[src/rtl/pidt_pkg.sv]
// Package for the process ID table: sizes, command and status codes, and
// the field layout of the input and result streams. No dependencies.
`default_nettype none

package pidt_pkg;

  // Identifiers run from FIRST_ID to FIRST_ID + NUM_IDS - 1.
  localparam int FIRST_ID = 2;
  localparam int NUM_IDS  = 64;

  localparam int ID_W   = 7;
  localparam int EXIT_W = 32;
  localparam int SLOT_W = (NUM_IDS > 1) ? $clog2(NUM_IDS) : 1;
  // Width that holds any identifier and the end of the identifier range.
  localparam int CMP_W  = ((ID_W > SLOT_W) ? ID_W : SLOT_W) + 6;

  localparam int CMD_W  = 3;
  localparam int STAT_W = 2;

  localparam int IN_BITS   = CMD_W + 3 * ID_W + EXIT_W;
  localparam int IN_DATA_W = ((IN_BITS + 7) / 8) * 8;
  localparam int OUT_BITS  = STAT_W + 2 * ID_W + 3 + EXIT_W;
  localparam int OUT_DATA_W = ((OUT_BITS + 7) / 8) * 8;

  typedef enum logic [CMD_W-1:0] {
    CMD_ALLOC   = 3'd0,
    CMD_RELEASE = 3'd1,
    CMD_REG     = 3'd2,
    CMD_SETEXIT = 3'd3,
    CMD_STOP    = 3'd4,
    CMD_QUERY   = 3'd5
  } cmd_e;

  typedef enum logic [STAT_W-1:0] {
    ST_OK   = 2'd0,
    ST_BAD  = 2'd1,
    ST_FULL = 2'd2
  } status_e;

  typedef struct packed {
    logic [ID_W-1:0]   asker_id;
    logic [EXIT_W-1:0] exit_value;
    logic [ID_W-1:0]   parent_id;
    logic [ID_W-1:0]   target_id;
    logic [CMD_W-1:0]  cmd;
  } req_t;

  typedef struct packed {
    logic              is_child;
    logic [ID_W-1:0]   parent_out;
    logic [EXIT_W-1:0] exit_out;
    logic              is_running;
    logic              present;
    logic [ID_W-1:0]   new_id;
    logic [STAT_W-1:0] status;
  } rsp_t;

endpackage

`default_nettype wire

[src/rtl/process_id_table.sv]
// Process ID table top level: lowest-free ID allocator with per-ID records.
// Depends on pidt_pkg for sizes, codes and stream field layout.
//
//  Channel   | Direction | Payload (lowest bit first)
//  ----------+-----------+----------------------------------------------------
//  s_axis    | in        | cmd, target_id, parent_id, exit_value, asker_id
//  m_axis    | out       | status, new_id, present, is_running, exit_out,
//            |           | parent_out, is_child, zero fill
//
// One request enters per cycle while the output is not stalled. The record
// memories are read as a request is taken, the command executes in the
// execute stage against the in-use bitmap, and its result lands in the output
// register. The lowest free ID comes from a priority encoder over the bitmap.
// Reset clears the bitmap and the valid flags, not the record memories; those
// are always written by allocate before their contents are used. A stalled
// output holds the request in flight and stops intake.
`default_nettype none

module process_id_table (
  input  wire                             clk_i,
  input  wire                             rst_ni,
  input  wire                             s_axis_tvalid_i,
  output logic                            s_axis_tready_o,
  // cmd[2:0], target_id[9:3], parent_id[16:10], exit_value[48:17], asker_id[55:49]
  input  wire  [pidt_pkg::IN_DATA_W-1:0]  s_axis_tdata_i,
  output logic                            m_axis_tvalid_o,
  input  wire                             m_axis_tready_i,
  // status[1:0], new_id[8:2], present[9], is_running[10], exit_out[42:11],
  // parent_out[49:43], is_child[50], zeros above
  output logic [pidt_pkg::OUT_DATA_W-1:0] m_axis_tdata_o
);
  import pidt_pkg::*;

  localparam logic [CMP_W-1:0] ID_LO = CMP_W'(FIRST_ID);
  localparam logic [CMP_W-1:0] ID_HI = CMP_W'(FIRST_ID + NUM_IDS);

  // Input side.
  req_t              in_req;
  logic              in_fire;
  logic [CMP_W-1:0]  tgt_ext;
  logic [SLOT_W-1:0] in_slot;
  logic              in_range;

  // Execute stage.
  logic              s1_valid_q;
  req_t              s1_req_q;
  logic [SLOT_W-1:0] s1_slot_q;
  logic              s1_range_q;
  logic              s1_fire;

  // Record memories and their registered read data.
  logic [ID_W-1:0]   par_mem  [NUM_IDS];
  logic [EXIT_W-1:0] exit_mem [NUM_IDS];
  logic              run_mem  [NUM_IDS];
  logic [ID_W-1:0]   par_rd_q;
  logic [EXIT_W-1:0] exit_rd_q;
  logic              run_rd_q;

  // Last write to each memory, forwarded over the read taken in the same cycle.
  logic              fwd_par_vld_q, fwd_exit_vld_q, fwd_run_vld_q;
  logic [SLOT_W-1:0] fwd_par_slot_q, fwd_exit_slot_q, fwd_run_slot_q;
  logic [ID_W-1:0]   fwd_par_q;
  logic [EXIT_W-1:0] fwd_exit_q;
  logic              fwd_run_q;

  logic [ID_W-1:0]   cur_par;
  logic [EXIT_W-1:0] cur_exit;
  logic              cur_run;

  logic [NUM_IDS-1:0] in_use_q, in_use_d;
  logic [SLOT_W-1:0]  free_slot;
  logic               tbl_full;
  logic               hit;

  logic              wr_par, wr_exit, wr_run;
  logic [SLOT_W-1:0] wr_slot;
  logic [ID_W-1:0]   wr_par_val;
  logic [EXIT_W-1:0] wr_exit_val;
  logic              wr_run_val;

  rsp_t rsp;
  logic out_valid_q;
  rsp_t out_rsp_q;

  assign in_req   = req_t'(s_axis_tdata_i[IN_BITS-1:0]);
  assign tgt_ext  = CMP_W'(in_req.target_id);
  assign in_range = (tgt_ext >= ID_LO) && (tgt_ext < ID_HI);
  assign in_slot  = SLOT_W'(tgt_ext - ID_LO);

  assign s1_fire         = s1_valid_q && (!out_valid_q || m_axis_tready_i);
  assign s_axis_tready_o = !s1_valid_q || s1_fire;
  assign in_fire         = s_axis_tvalid_i && s_axis_tready_o;

  always_ff @(posedge clk_i or negedge rst_ni) begin
    if (!rst_ni) begin
      s1_valid_q <= 1'b0;
    end else if (s_axis_tready_o) begin
      s1_valid_q <= s_axis_tvalid_i;
    end
  end

  always_ff @(posedge clk_i) begin
    if (in_fire) begin
      s1_req_q   <= in_req;
      s1_slot_q  <= in_slot;
      s1_range_q <= in_range;
      par_rd_q   <= par_mem[in_slot];
      exit_rd_q  <= exit_mem[in_slot];
      run_rd_q   <= run_mem[in_slot];
    end
  end

  assign cur_par  = (fwd_par_vld_q && fwd_par_slot_q == s1_slot_q) ? fwd_par_q : par_rd_q;
  assign cur_exit = (fwd_exit_vld_q && fwd_exit_slot_q == s1_slot_q) ? fwd_exit_q : exit_rd_q;
  assign cur_run  = (fwd_run_vld_q && fwd_run_slot_q == s1_slot_q) ? fwd_run_q : run_rd_q;

  // Lowest free entry: scan from the top so the lowest clear bit wins.
  always_comb begin
    free_slot = '0;
    for (int i = NUM_IDS - 1; i >= 0; i--) begin
      if (!in_use_q[i]) begin
        free_slot = SLOT_W'(i);
      end
    end
  end

  assign tbl_full = &in_use_q;
  assign hit      = s1_range_q && in_use_q[s1_slot_q];

  always_comb begin
    rsp         = '0;
    rsp.status  = ST_BAD;
    in_use_d    = in_use_q;
    wr_par      = 1'b0;
    wr_exit     = 1'b0;
    wr_run      = 1'b0;
    wr_slot     = s1_slot_q;
    wr_par_val  = '0;
    wr_exit_val = '0;
    wr_run_val  = 1'b0;
    case (s1_req_q.cmd)
      CMD_ALLOC: begin
        if (tbl_full) begin
          rsp.status = ST_FULL;
        end else begin
          rsp.status          = ST_OK;
          rsp.new_id          = ID_W'(CMP_W'(free_slot) + ID_LO);
          in_use_d[free_slot] = 1'b1;
          wr_slot             = free_slot;
          wr_par              = 1'b1;
          wr_exit             = 1'b1;
          wr_run              = 1'b1;
        end
      end
      CMD_RELEASE: begin
        if (hit) begin
          rsp.status          = ST_OK;
          in_use_d[s1_slot_q] = 1'b0;
        end
      end
      CMD_REG: begin
        if (hit) begin
          rsp.status = ST_OK;
          wr_par     = 1'b1;
          wr_par_val = s1_req_q.parent_id;
          wr_exit    = 1'b1;
          wr_run     = 1'b1;
          wr_run_val = 1'b1;
        end
      end
      CMD_SETEXIT: begin
        if (hit) begin
          rsp.status  = ST_OK;
          wr_exit     = 1'b1;
          wr_exit_val = s1_req_q.exit_value;
        end
      end
      CMD_STOP: begin
        if (hit) begin
          rsp.status = ST_OK;
          wr_run     = 1'b1;
        end
      end
      CMD_QUERY: begin
        if (hit) begin
          rsp.status     = ST_OK;
          rsp.present    = 1'b1;
          rsp.is_running = cur_run;
          rsp.exit_out   = cur_exit;
          rsp.parent_out = cur_par;
          rsp.is_child   = (s1_req_q.asker_id == cur_par);
        end
      end
      default: begin
      end
    endcase
  end

  always_ff @(posedge clk_i or negedge rst_ni) begin
    if (!rst_ni) begin
      in_use_q       <= '0;
      fwd_par_vld_q  <= 1'b0;
      fwd_exit_vld_q <= 1'b0;
      fwd_run_vld_q  <= 1'b0;
      out_valid_q    <= 1'b0;
    end else begin
      if (s1_fire) begin
        in_use_q <= in_use_d;
        if (wr_par) begin
          fwd_par_vld_q <= 1'b1;
        end
        if (wr_exit) begin
          fwd_exit_vld_q <= 1'b1;
        end
        if (wr_run) begin
          fwd_run_vld_q <= 1'b1;
        end
      end
      if (s1_fire) begin
        out_valid_q <= 1'b1;
      end else if (m_axis_tready_i) begin
        out_valid_q <= 1'b0;
      end
    end
  end

  always_ff @(posedge clk_i) begin
    if (s1_fire) begin
      out_rsp_q <= rsp;
      if (wr_par) begin
        par_mem[wr_slot] <= wr_par_val;
        fwd_par_slot_q   <= wr_slot;
        fwd_par_q        <= wr_par_val;
      end
      if (wr_exit) begin
        exit_mem[wr_slot] <= wr_exit_val;
        fwd_exit_slot_q   <= wr_slot;
        fwd_exit_q        <= wr_exit_val;
      end
      if (wr_run) begin
        run_mem[wr_slot] <= wr_run_val;
        fwd_run_slot_q   <= wr_slot;
        fwd_run_q        <= wr_run_val;
      end
    end
  end

  assign m_axis_tvalid_o = out_valid_q;
  assign m_axis_tdata_o  = OUT_DATA_W'(out_rsp_q);

endmodule

`default_nettype wire

[config.mk]
export PLATFORM = sky130hd
export DESIGN_NAME = process_id_table
export DESIGN_NICKNAME = d
export VERILOG_FILES = /design/src/rtl/pidt_pkg.sv /design/src/rtl/process_id_table.sv
export SDC_FILE = /design/constraint.sdc
export NUM_CORES = 2
export LEC_CHECK = 0
export BUFFER_PORTS_ARGS = -buffer_cell sky130_fd_sc_hd__buf_4
export CELL_PAD_IN_SITES_DETAIL_PLACEMENT = 0
export CELL_PAD_IN_SITES_GLOBAL_PLACEMENT = 2
export CORE_ASPECT_RATIO = 1.5
export CORE_MARGIN = 4
export CORE_UTILIZATION = 46
export DETAILED_ROUTE_END_ITERATION = 8
export MAX_ROUTING_LAYER = met4
export PLACE_DENSITY_LB_ADDON = 0.2
export SLEW_MARGIN = 20
export SYNTH_ARGS = -nofsm -noshare
export SYNTH_HDL_FRONTEND = slang
export SYNTH_SLANG_ARGS = --single-unit
export TNS_END_PERCENT = 1
[constraint.sdc]
create_clock -name clk_i -period 5.2 [get_ports clk_i]
set_clock_uncertainty 0.2 [all_clocks]
set_input_delay 1.04 -clock clk_i [delete_from_list [all_inputs] [get_ports clk_i]]
set_output_delay 1.04 -clock clk_i [all_outputs]
set_load 0.01 [all_outputs]
==> Word level (Yosys, flattened, before mapping) <==
Memory sizes are Yosys's and may differ from the RTL's. A register that Yosys moved wholly into a read port is not among the register bits.
Cells that the tools add are included.
{ "totals": {"out_inout_bits": 58, "latch_bits": 0, "mem_bits_ro": 0, "ramBits": 2560, "mem_count": 3, "regBits": 234, "input_bits": 60} }
{ "op_classes": {"add_sub_neg": 2, "n_mul": 0, "n_eq_ne": 11, "div_mod_pow": 0, "shifts": 0, "bitwise": 4, "mux": 103, "magnitude_cmp": 6, "n_reduce_logical": 26} }
{ "memory_table": {"columns": ["name", "words", "width", "rd", "rd_ports_with_merged_regs", "wr", "line", "rtl"], "rows": [
  ["exit_mem", 64, 32, 1, 1, 1, "process_id_table.sv:53", "logic [EXIT_W-1:0] exit_mem [NUM_IDS];"],
  ["par_mem", 64, 7, 1, 1, 1, "process_id_table.sv:52", "logic [ID_W-1:0] par_mem [NUM_IDS];"],
  ["run_mem", 64, 1, 1, 1, 1, "process_id_table.sv:54", "logic run_mem [NUM_IDS];"]
]} }
{ "op_table": {"columns": ["cell", "count"], "rows": [
  ["two-way mux 6 bit", 66],
  ["two-way mux 64 bit", 2],
  ["case mux 64 bit (2 select lines)", 1],
  ["two-way mux 32 bit", 3],
  ["AND 64 bit", 1],
  ["inverter 64 bit", 1],
  ["OR 64 bit", 1],
  ["AND reduction 64 bit", 1],
  ["two-way mux 7 bit", 3],
  ["two-way mux 1 bit", 20],
  ["equality test 6 bit", 3],
  ["< comparator 6 x 7 -> 1 bit (second input constant)", 2],
  ["demux 1 bit (select 6 bit)", 2],
  ["greater-or-equal comparator 6 x 1 -> 1 bit (second input constant)", 2],
  ["logical AND 1 bit", 9],
  ["AND reduction 2 bit", 4],
  ["adder 6 x 2 -> 7 bit (second input constant)", 1],
  ["equality test 7 bit", 1],
  ["greater-or-equal comparator 7 x 2 -> 1 bit (second input constant)", 1],
  ["< comparator 7 bit (second input constant)", 1],
  ["binary-select mux 1 bit (select 6 bit)", 1],
  ["equality test 3 x 2 -> 1 bit (second input constant)", 2],
  ["equality test 3 bit (second input constant)", 2],
  ["case mux 1 bit (2 select lines)", 3],
  ["13 further kinds", 19]
]} }

==> Longest topological paths before layout <==
{ "depth": {"depth_word": 71, "mapped_depth": 12, "ltp_nobuf": 10} }

==> Worst setup path before layout <==
OpenSTA, ideal clock, no wires.
{ "synth_timing": {"path_kind": "input to register", "startpoint": "in m_axis_tready_i", "endpoint": "mem exit_mem[55][0], enable pin", "cell_stages": 7, "setup_slack_ns": -0.486, "t_required_ns": 4.539, "arrival_ns": 5.025, "path_cell_list": "nand2b_1 nand2_1 inv_1 o21ai_2 buf_6 buf_6 nor3_1"} }
{ "synth_via": {"elab_chain_cells": 4} }
{ "synth_lines": {"columns": ["item", "line", "rtl"], "rows": [
  ["from (decl)", "process_id_table.sv:27", "input wire m_axis_tready_i,"],
  ["logical OR 1 bit", "process_id_table.sv:90", "assign s1_fire = s1_valid_q && (!out_valid_q || m_axis_tready_i);"],
  ["logical AND 1 bit", "process_id_table.sv:90", null],
  ["net s1_fire", "process_id_table.sv:49", "logic s1_fire;"],
  ["two-way mux 1 bit", "process_id_table.sv:228", "if (s1_fire) begin"],
  ["two-way mux 1 bit (implied by the code)", "process_id_table.sv:236", "exit_mem[wr_slot] <= wr_exit_val;"],
  ["to (decl)", "process_id_table.sv:53", null]
]} }
The timed path passes the listed nets, and every way through them passes these cells.

==> Worst setup path after layout <==
{ "layout_timing": {"startpoint": "reg s1_slot_q[1]", "endpoint": "mem par_mem[5][3], enable pin"} }
{ "layout_via": {"elab_chain_cells": 8, "word_cells_on_any_way": 10, "classes_between": "mux: 9; reduce/logical: 1"} }
{ "layout_lines": {"columns": ["item", "line", "rtl"], "rows": [
  ["from (decl)", "process_id_table.sv:47", "logic [SLOT_W-1:0] s1_slot_q;"],
  ["from (signal assigned)", "process_id_table.sv:105", "s1_slot_q <= in_slot;"],
  ["binary-select mux 1 bit (select 6 bit)", "process_id_table.sv:128", "assign hit = s1_range_q && in_use_q[s1_slot_q];"],
  ["two-way mux 1 bit (implied by the code)", "process_id_table.sv:128", null],
  ["logical AND 1 bit", "process_id_table.sv:128", null],
  ["two-way mux 1 bit", "process_id_table.sv:162", "if (hit) begin"],
  ["case mux 1 bit (2 select lines)", "process_id_table.sv:141", "case (s1_req_q.cmd)"],
  ["two-way mux 1 bit", "process_id_table.sv:230", "if (wr_par) begin"],
  ["two-way mux 1 bit", "process_id_table.sv:228", null],
  ["two-way mux 1 bit (implied by the code)", "process_id_table.sv:231", "par_mem[wr_slot] <= wr_par_val;"],
  ["to (decl)", "process_id_table.sv:52", null]
]} }
Parallel ways exist; a longest one is shown, timed or not. The select of a mux whose other input is x is not followed.

==> summary.md <==
The flow ran to the end, and the final reports show no timing, DRC or antenna violations. Along the worst path, the maximum fanout reaches 38. The transition time at the pin with the least slew margin was 1.279 ns. The run gives 0.86 ns as the clock latency on the worst-skew pair. The power density over the cells was 371.5 nW/um^2; the detailed-route wire length per cell was 34.32 um. The total congestion overflow is 0, and the starting density of the core is 46.14%. The number of instances resized during post-cts repair was 0. After routing the design area is 128000 um^2. Number of port buffers: 112. For this run, design rule violations remaining after detail routing come to 0. After detailed routing, the total wire length is 300500 um. Setup repair after global routing left no endpoint under its margin. The run gives 0.30 ns as the internal reg-to-reg setup slack.

For the post-CTS setup repair buffer count, the log shows 0. The congestion estimate from routability-driven global placement came to 0.8720. The most frequently used flop master after synthesis is sky130_fd_sc_hd__edfxtp_1. The count of pins over their slew limit came out at 0. The number of cell rows is 221, and the adder-cell share of the synthesized area is 0.05616%. The final critical delay including setup and external delays was 4.899 ns; the layout net count was 5367. In this run the cell area of the synthesized design comes to 111400 um^2. From synthesis to final layout, the design area changed by 14.91%. For this design the top-level I/O count stands at 118. Cell with the largest stage delay on the worst path: sky130_fd_sc_hd__nor3_1. The global router's overall resource usage was 24.77%; the via count of the first global-routing pass was 54820.

At the worst endpoint, the arrival time is 5.15 ns. The tools report the post-synthesis sequential area ratio as 76.09%. The critical path endpoint category is a flip-flop.

Counting along the longest clock path gives a buffer depth of 4. The tools report the count of mapped cells out of synthesis as 4865. After filler insertion, the fill cell instance count of the layout stands at 18480. In this run the number of H-tree levels came out at 5. Traced cell by cell, the critical path runs through buf_12, nor2b_1, a221o_1, a2bb2oi_1, o221ai_2, o311a_4, buf_4, o21ai_4, buf_12, nor3_1. Hold repair after CTS inserted 0 buffers. Number of antenna violations at the first check in global routing: 11.

The path category of the worst min-delay check was in -> async. In this run the tightest slew margin relative to its limit is 14.27%. The cell class contributing the biggest share of worst-path delay was simple AND/OR/NAND/NOR gates.

The first detailed-routing pass ran for 5 iterations. The total of warnings raised by yosys is 0, and the count of state elements after synthesis is 2834. The post-synthesis mux area share is 17.59%, and the ratio of final minimum period to clock period is 94.20%.

Count of flip-flops with a built-in enable after synthesis: 2765. Clock tree synthesis inserted a total of 278 buffers. Clock root buffer: sky130_fd_sc_hd__clkbuf_16.

The number of vias in the routed layout is 52680, and the maximum achievable frequency is 204.1 MHz. Final cell utilization of the core: 53.02%. Count of nets left with antenna violations after detail routing: 0.

The post-placement cell area was 119300 um^2. The tools report the count of maximum capacitance violations as 0. The worst-case IR drop observed on VDD is 276.2 uV.

The clock transition at the register clock pins on the worst setup and hold paths after CTS was 0.06 ns. The worst setup path is launched from a flip-flop. For this design the static power due to leakage is 41.16 nW. Of the total synthesized cell area, the portion taken by XOR and XNOR cells is 0.2359%. The clock drives 2834 sinks.

The most frequent cell on the critical path was sky130_fd_sc_hd__buf_12. The worst path required time came out at 5.45 ns. In this run the mean area of a mapped cell was 22.90 um^2. The floorplan step defined a die boundary enclosing 250300 um^2.

The floorplan step set the die width to 409.8 um. After synthesis, the share of flip-flops with an asynchronous set or reset is 2.435%. The area fraction in compound gates after synthesis was 1.350%. The placed instance count is 8253, and the distinct cell type count after synthesis is 85. The area fraction in and, or, nand and nor cells after synthesis was 3.253%. The tools report the final number of hold-violating endpoints as 0.

For this block, the initial DRC count from the detailed router was 5240. The detail-routed via count per cell came out at 6.017. Setup violations remaining at the end of the flow were counted as 0. Summing internal, switching and leakage power gives 47.55 mW.

TritonCTS built the clock tree. Detailed placement ended at an HPWL of 195600 um. The count of buffering cells on the critical path with inverters included is 3. Entering global routing, the biggest net connects 101 pins. The worst setup path is of the reg -> reg kind. Once layout is complete, the cells apart from fillers number 8756. For the core region area, the log shows 241400 um^2.

After synthesis, the largest family of logic cells by area is multiplexers. The die extent in y came out at 610.7 um. In this design, the stage delay of the slowest critical-path cell is 0.95 ns. The ratio of cells with drive above 1 in the final layout is 34.58%. The first global-routing pass estimated 425900 um of wire.
-- report_power, final --
group / internal (mW) / leakage [nW] / switching [mW]
logic: 1.10 / 10.6 / 1.80
clock network: 11.1 / 4.25 / 8.53
registers: 25.0 / 26.3 / 0.0779
-- placed cells by master, fill, tap and decap left out, drive strengths merged, types with 5 or more instances in the layout --
master,Yosys,routed
nand2b,10,10
nand3,20,20
o31ai,6,6
edfxtp,2765,2765
mux2i,46,46
nor2,66,66
clkinvlp,0,8
mux4,848,848
xor2,18,18
o211ai,6,6
dfrtp,69,69
o21ai,23,23
a31oi,26,26
nor3,150,150
o31a,5,5
a211oi,5,5
o221ai,51,51
nor3b,66,66
buf,128,437
and2,17,17
and4,8,8
ha,5,5
nand2,108,108
clkbuf,156,336
a21oi,20,20
conb,1,5
inv,63,76
nand3b,9,9
nand4,31,31
bufinv,0,19
clkinv,2,119
a41oi,6,6
xnor2,12,12
and3,39,39
diode,0,8
nor4,11,11
nor2b,14,14
-- stage by stage --
stage                     setup TNS [ns]  setup WS (ns)  hold slack, ns
after CTS                              0         0.3693          0.1065
after global placement                 0        0.09336          0.2538
after detailed placement               0         0.3737          0.2574
after floorplan                  -376.72        -0.4823          0.2343
after global routing                   0         0.2663          0.1268
final                                  0         0.3014          0.1664
-- layer usage --
metal  routed length (um)  GRT usage (%)
met1               112100          30.18
met2               164100          43.89
met3                15290          3.085
met4                 9063          6.771
met5                    0              -
-- state kept, by name, summed over array words and instances, names as in the netlist, 7 cells and up --
register and count:
fwd_exit_q 32, m_axis_tdata_o 51, par_mem 448, exit_rd_q 32
run_mem 64, fwd_par_q 7, exit_mem 2048, s1_req_q 49
par_rd_q 7, in_use_q 64
-- cell families after synthesis --
family / after synthesis
XOR/XNOR: 30
other: 1
flip-flops: 2834
AO/OA/AOI/OAI: 185
adder cells (fa/ha/maj): 5
multiplexers: 897
AND/OR/NAND/NOR: 564
buffers and inverters: 349
-- final cells by class --
type | instances | area (um^2) | area share, %
tap | 3233 | 4045 | 3.160
antenna | 8 | 20.02 | 0.01564
clock inverter | 157 | 1291 | 1.009
inverter | 65 | 252.7 | 0.1975
timing repair buffer | 437 | 4572 | 3.572
clock buffer | 336 | 7355 | 5.746
multi-input combinational | 1686 | 25700 | 20.08
sequential | 2834 | 84760 | 66.22
-- synth_stat cells, types with 4 or more instances --
cell / n / area, um^2
sky130_fd_sc_hd__edfxtp_1: 2765 / 83030
sky130_fd_sc_hd__mux4_2: 848 / 19100
sky130_fd_sc_hd__clkbuf_1: 151 / 566.8
sky130_fd_sc_hd__nand2_1: 103 / 386.6
sky130_fd_sc_hd__nor3_1: 77 / 385.4
sky130_fd_sc_hd__nor3_2: 72 / 720.7
sky130_fd_sc_hd__dfrtp_1: 69 / 1727
sky130_fd_sc_hd__nor2_1: 65 / 244.0
sky130_fd_sc_hd__buf_1: 61 / 229.0
sky130_fd_sc_hd__inv_1: 60 / 225.2
sky130_fd_sc_hd__o221ai_1: 50 / 437.9
sky130_fd_sc_hd__mux2i_1: 46 / 460.4
sky130_fd_sc_hd__nor3b_1: 41 / 307.8
sky130_fd_sc_hd__and3_1: 39 / 244.0
sky130_fd_sc_hd__buf_2: 32 / 160.2
sky130_fd_sc_hd__nand4_1: 28 / 175.2
sky130_fd_sc_hd__buf_6: 25 / 281.5
sky130_fd_sc_hd__nor3b_2: 25 / 312.8
sky130_fd_sc_hd__a31oi_1: 20 / 125.1
sky130_fd_sc_hd__nand3_1: 20 / 100.1
sky130_fd_sc_hd__o21ai_0: 20 / 100.1
sky130_fd_sc_hd__a21oi_1: 19 / 95.09
sky130_fd_sc_hd__xor2_1: 18 / 157.7
sky130_fd_sc_hd__and2_1: 17 / 106.4
sky130_fd_sc_hd__nor2b_1: 14 / 87.58
sky130_fd_sc_hd__xnor2_1: 12 / 105.1
sky130_fd_sc_hd__buf_4: 10 / 75.07
sky130_fd_sc_hd__nand2b_1: 10 / 62.56
sky130_fd_sc_hd__nand3b_1: 9 / 67.56
sky130_fd_sc_hd__and4_1: 8 / 70.07
sky130_fd_sc_hd__nor4_1: 7 / 43.79
sky130_fd_sc_hd__o211ai_1: 6 / 45.04
sky130_fd_sc_hd__o31ai_1: 6 / 45.04
sky130_fd_sc_hd__a31oi_4: 5 / 106.4
sky130_fd_sc_hd__a41oi_1: 5 / 43.79
sky130_fd_sc_hd__clkbuf_2: 5 / 25.02
sky130_fd_sc_hd__ha_1: 5 / 62.56
sky130_fd_sc_hd__nand2_4: 5 / 56.30
sky130_fd_sc_hd__o31a_1: 5 / 43.79
sky130_fd_sc_hd__a2111oi_0: 4 / 35.03
sky130_fd_sc_hd__a211oi_1: 4 / 30.03
sky130_fd_sc_hd__a221oi_1: 4 / 35.03
sky130_fd_sc_hd__or3b_2: 4 / 35.03
-- path summary, 6_finish.rpt --
check	from	end	depth (start not counted)
min reg2reg	fwd_par_vld_q	fwd_par_vld_q	1
max	s1_slot_q[1]	par_mem[5][3]	10
min in group clk_i	s_axis_tdata_i[43]	s1_req_q[43]	1
max in group asynchronous	rst_ni	fwd_exit_vld_q	1
max reg2reg	s1_slot_q[1]	par_mem[5][3]	10
min	rst_ni	in_use_q[9]	1
-- worst reg2reg max path, delay by kind of cell, from the launching register on --
kind	cells	cell delay, ns
and+or+nand+nor	2	1.42
AOI/OAI and AO/OA	5	1.27
DFF	1	0.74
buffers and inverters	3	0.89
No activity file was read; power rests on OpenSTA's default activity.
